`src/emts_pkg.sv`:
```
// Package for the trainable scalar perceptron: sizes, payload structs,
// sequencer states and the fixed-point helpers, all saturating but lr_post.
// No dependencies.
package emts_pkg;

  localparam int HIDDEN_NODES = 8;
  localparam int FRAC_BITS    = 16;
  localparam int LR_SHIFT     = 16;
  localparam int NODE_W       = (HIDDEN_NODES > 1) ? $clog2(HIDDEN_NODES) : 1;

  localparam logic [1:0] MODE_FORWARD  = 2'd0;
  localparam logic [1:0] MODE_BACKPROP = 2'd1;
  localparam logic [1:0] MODE_LOAD     = 2'd2;

  typedef struct packed {
    logic [1:0]         mode;
    logic signed [31:0] value;
    logic [4:0]         param_index;
  } in_item_t;

  typedef struct packed {
    logic signed [31:0] result_value;
    logic               saturated;
  } out_item_t;

  typedef struct packed {
    logic signed [31:0] w1;
    logic signed [31:0] b1;
    logic signed [31:0] w2;
    logic signed [31:0] h;
  } node_t;

  typedef struct packed {
    logic               w1_en;
    logic               b1_en;
    logic               w2_en;
    logic signed [31:0] value;
  } load_t;

  typedef struct packed {
    logic               sat;
    logic signed [31:0] val;
  } sat_t;

  typedef enum logic [2:0] {
    ST_IDLE,
    ST_FWD,
    ST_BIAS,
    ST_BWD,
    ST_DONE
  } state_e;

  function automatic sat_t clip32(input logic signed [65:0] v);
    sat_t r;
    logic signed [65:0] hi;
    logic signed [65:0] lo;
    hi = 66'sh7FFF_FFFF;
    lo = $signed({{34{1'b1}}, 32'h8000_0000});
    if (v > hi) begin
      r.sat = 1'b1;
      r.val = 32'sh7FFF_FFFF;
    end else if (v < lo) begin
      r.sat = 1'b1;
      r.val = $signed(32'h8000_0000);
    end else begin
      r.sat = 1'b0;
      r.val = v[31:0];
    end
    return r;
  endfunction

  function automatic sat_t mul_post(input logic signed [63:0] p);
    logic signed [63:0] s;
    s = p >>> FRAC_BITS;
    return clip32(66'(s));
  endfunction

  function automatic logic signed [31:0] lr_post(input logic signed [63:0] p);
    logic signed [63:0] s;
    s = p >>> LR_SHIFT;
    return s[31:0];
  endfunction

  function automatic sat_t add_sat(input logic signed [31:0] a, input logic signed [31:0] b,
                                   input logic sub);
    logic signed [65:0] s;
    s = sub ? (66'(a) - 66'(b)) : (66'(a) + 66'(b));
    return clip32(s);
  endfunction

endpackage

```
`src/emts_cell.sv`:
```
// One hidden node of the perceptron: its two weights, bias and activation.
// Shifts its contents toward the head of the ring or takes a parameter load.
// Depends on emts_pkg.
module emts_cell import emts_pkg::*; (
  input  logic  clk_i,
  input  logic  rst_ni,
  input  logic  shift_i,
  input  node_t next_i,
  input  load_t load_i,
  output node_t node_o
);

  logic signed [31:0] w1_q;
  logic signed [31:0] b1_q;
  logic signed [31:0] w2_q;
  logic signed [31:0] h_q;

  always_ff @(posedge clk_i) begin
    if (shift_i) begin
      w1_q <= next_i.w1;
      b1_q <= next_i.b1;
      w2_q <= next_i.w2;
    end else begin
      if (load_i.w1_en) w1_q <= load_i.value;
      if (load_i.b1_en) b1_q <= load_i.value;
      if (load_i.w2_en) w2_q <= load_i.value;
    end
  end

  always_ff @(posedge clk_i or negedge rst_ni) begin
    if (!rst_ni) begin
      h_q <= '0;
    end else if (shift_i) begin
      h_q <= next_i.h;
    end
  end

  assign node_o = '{w1: w1_q, b1: b1_q, w2: w2_q, h: h_q};

endmodule
```
`config.mk`:
```
export PLATFORM = sky130hd
export DESIGN_NAME = emts_cell
export DESIGN_NICKNAME = d
export VERILOG_FILES = /design/src/emts_pkg.sv /design/src/emts_cell.sv
export SDC_FILE = /design/constraint.sdc
export NUM_CORES = 1
export LEC_CHECK = 0
export BUFFER_PORTS_ARGS = -buffer_cell sky130_fd_sc_hd__clkbuf_2
export CAP_MARGIN = 20
export CORE_MARGIN = 2
export CORE_UTILIZATION = 35
export CTS_CLUSTER_SIZE = 14
export DETAILED_ROUTE_END_ITERATION = 7
export PLACE_DENSITY_LB_ADDON = 0.3
export SLEW_MARGIN = 20
export SYNTH_ARGS = -nofsm -noshare
export SYNTH_HDL_FRONTEND = slang
export SYNTH_SLANG_ARGS = --single-unit
```
`constraint.sdc`:
```
create_clock -name clk_i -period 2.07 [get_ports clk_i]
set_input_delay 0.5175 -clock clk_i [delete_from_list [all_inputs] [get_ports clk_i]]
set_output_delay 0.5175 -clock clk_i [all_outputs]
set_load 0.05 [all_outputs]
```
==> results.ini <==
[run_status]
status=finished clean

[finish]
layoutNonFillerInstCount=807
final_nets=744
diodes=0
final-seq-area_sq_um=3680
multi_input_area_sq_um=1790
layout-drive-gt1-share_pct=77.5
syn_to_final_growth_pct=39.7
nFillCells=1423

[synthesis]
syn-cell-area_sq_um=5620
synth_area_leader_cell=edfxtp_1
syn-instance-count=274
ys.flop_type=edfxtp_1
synth-edff-count=96
avgSynthCellArea_sq_um=20.5
async_reset_ff_share_pct=25.0
netlist.area_leader.share_pct=51.3
synthesis.nets=440
synth_most_common_cell=edfxtp_1
synth_seq_area_share_pct=65.6
synth_area_leaders=edfxtp_1 51%, mux2_4 23%, dfrtp_1 14%, mux2_2 8.2%, buf_6 2.0%
ys_top_cells_by_count=96 x edfxtp_1, 87 x mux2_4, 41 x mux2_2
yosysUniqueCellTypes=8
synth-seq-cells=128
synth_warnings=0

[setup_path]
path_delay_family=flip-flops
timing.critical_path.buf_inv=1
crit_chain=clkbuf_2
cp_max_fo=1
cp-end-kind=output pin
crit_type=reg2out
critPathLaunchType=flip-flop
max_stage_delay_ns=0.43
cp.required_ns=1.55
worstPathArrival_ns=1.11
cpMaxStageDelayCell=edfxtp_1

[flow_run]
drv_cap=0

[detailed_routing]
viasPerCell=4.49
postRouteAntennaNets=0
routedWlPerCell_um=17.8
firstDrtPassIters=4
vias=3626
drt-total-wl_um=14400
first_iter_violations=124
drc=0

[sta]
rsz0062_at_grt=no
setup_slack_ns=0.441
finalCritPeriodShare_pct=78.7
post-route-min-period_ns=1.63
setup_tns_ns=0
fmax_mhz=614
setup_viol=0
slew_headroom_pct=39.3
hold_viol=0
finalMaxSlewViolations=0
skew_ns=0
worst_pin_slew_ns=0.910

[cts]
cts.path.max_buffers=2
cts_buffers=17
clk_pin_slew_ns=0.06
insertion_delay_ns=0.41
ctsHoldBuffers=0
post_cts_buffers=0
numClockSinks=128
htreeDepth=4
post_cts_resized=0
cts_tree=built
cts-root-buf=clkbuf_16

[global_routing]
grt.overflow.total=0
antenna_found_initial=1
grt_pass1_wl_um=20700
grt_pass1_vias=3884
grt_use_total_pct=16.5
grt_max_degree=69

[floorplan]
initial_utilization_pct=35.6
io_pins=294
die_width_um=131
die_area_sq_um=17100
core_sq_um=15800
num_rows=46
die_h_um=131

[pwr]
p_leak_nw=3.77
p_switching_mw=2.51
ir_drop_mv=0.487
power-per-cell-area_nw_per_um2=993
pwr-share-comb_pct=24.4
seqPwrFrac_pct=40.8
clockPowerShare_pct=34.7
power_mw=7.79
swShare_pct=32.2
intPower_mw=5.28

[min_path]
hold_path_class=in2async

[placed_design]
hpwlAfterDp_um=10900
dp.cells=775
dp_slack_ns=0.271
place.gp.congestion=0.769
portBuffers=293

## per-layer routing
metal	part of all wire, %	wire length, um	vias up	global-route usage [%]
li1	-	-	1658	-
met1	36	5140	1746	16.9
met2	50	7210	202	28.3
met3	13	1810	20	9.20
met4	1.7	243	0	5.94
met5	0	0	-	0
## cells in the final DEF (no fill, tap or decap), types with 2 or more instances in the layout
cell / netlist / layout
or2_2: 3 / 3
mux2_4: 87 / 87
clkinvlp_4: 0 / 2
buf_4: 0 / 3
clkbuf_16: 0 / 17
clkinv_1: 0 / 2
dfrtp_1: 32 / 32
clkbuf_2: 0 / 292
edfxtp_1: 96 / 96
clkinv_4: 0 / 2
buf_12: 0 / 4
clkinv_2: 0 / 5
clkbuf_1: 0 / 3
mux2_2: 41 / 41
## per-stage QoR
step	cell area, sq um	utilization [%]	hold WS [ns]
after global routing	7850	49.8	0.208
after CTS	7850	49.8	0.181
final	7850	49.8	0.167
after global placement	7320	46.4	0.492
after detailed placement	7320	46.4	0.495
after floorplan	5620	-	0.222
## path summary, 6_finish.rpt
path	from	to	slack (ns)	cells after the start
setup / recovery	w2_q[8]	node_o[40]	0.44	1
hold / removal	rst_ni	h_q[10]	0.17	1
setup reg to reg	h_q[18]	h_q[18]	1.28	1
hold reg to reg	h_q[22]	h_q[22]	0.51	1
max in group asynchronous	rst_ni	h_q[9]	1.42	1
min in group clk_i	next_i[20]	h_q[20]	0.33	2
## logic make-up (layout without fill, tap and decap cells)
logic type | Yosys count | after routing | share of synthesized area, %
flip-flops | 128 | 128 | 65.6
multiplexers | 128 | 128 | 31.5
AND/OR/NAND/NOR | 3 | 3 | 0.334
buffers and inverters | 15 | 332 | 2.63
## cell type report
cell class	instances	share of cell area, %
sequential	128	46.9
timing repair buffer	300	20.1
multi-input combinational	131	22.8
tap	216	3.44
clock buffer	20	5.56
clock inverter	12	1.21
## power groups by stage
| stage | Clock [mW] | Combinational [mW] | Sequential [mW] |
|---|---|---|---|
| CTS | 2.78 | 1.92 | 3.19 |
| detailed placement | 0 | 1.92 | 3.23 |
| finish | 2.71 | 1.90 | 3.18 |
| global route | 2.89 | 1.99 | 3.21 |
| floorplan | 0 | 0.400 | 4.20 |
| global placement | 0 | 1.90 | 3.23 |
## state kept, by name, summed over array words and instances (netlist names)
name,cells
w2_q,32
b1_q,32
h_q,32
w1_q,32
(Power assumes the default switching activity.)
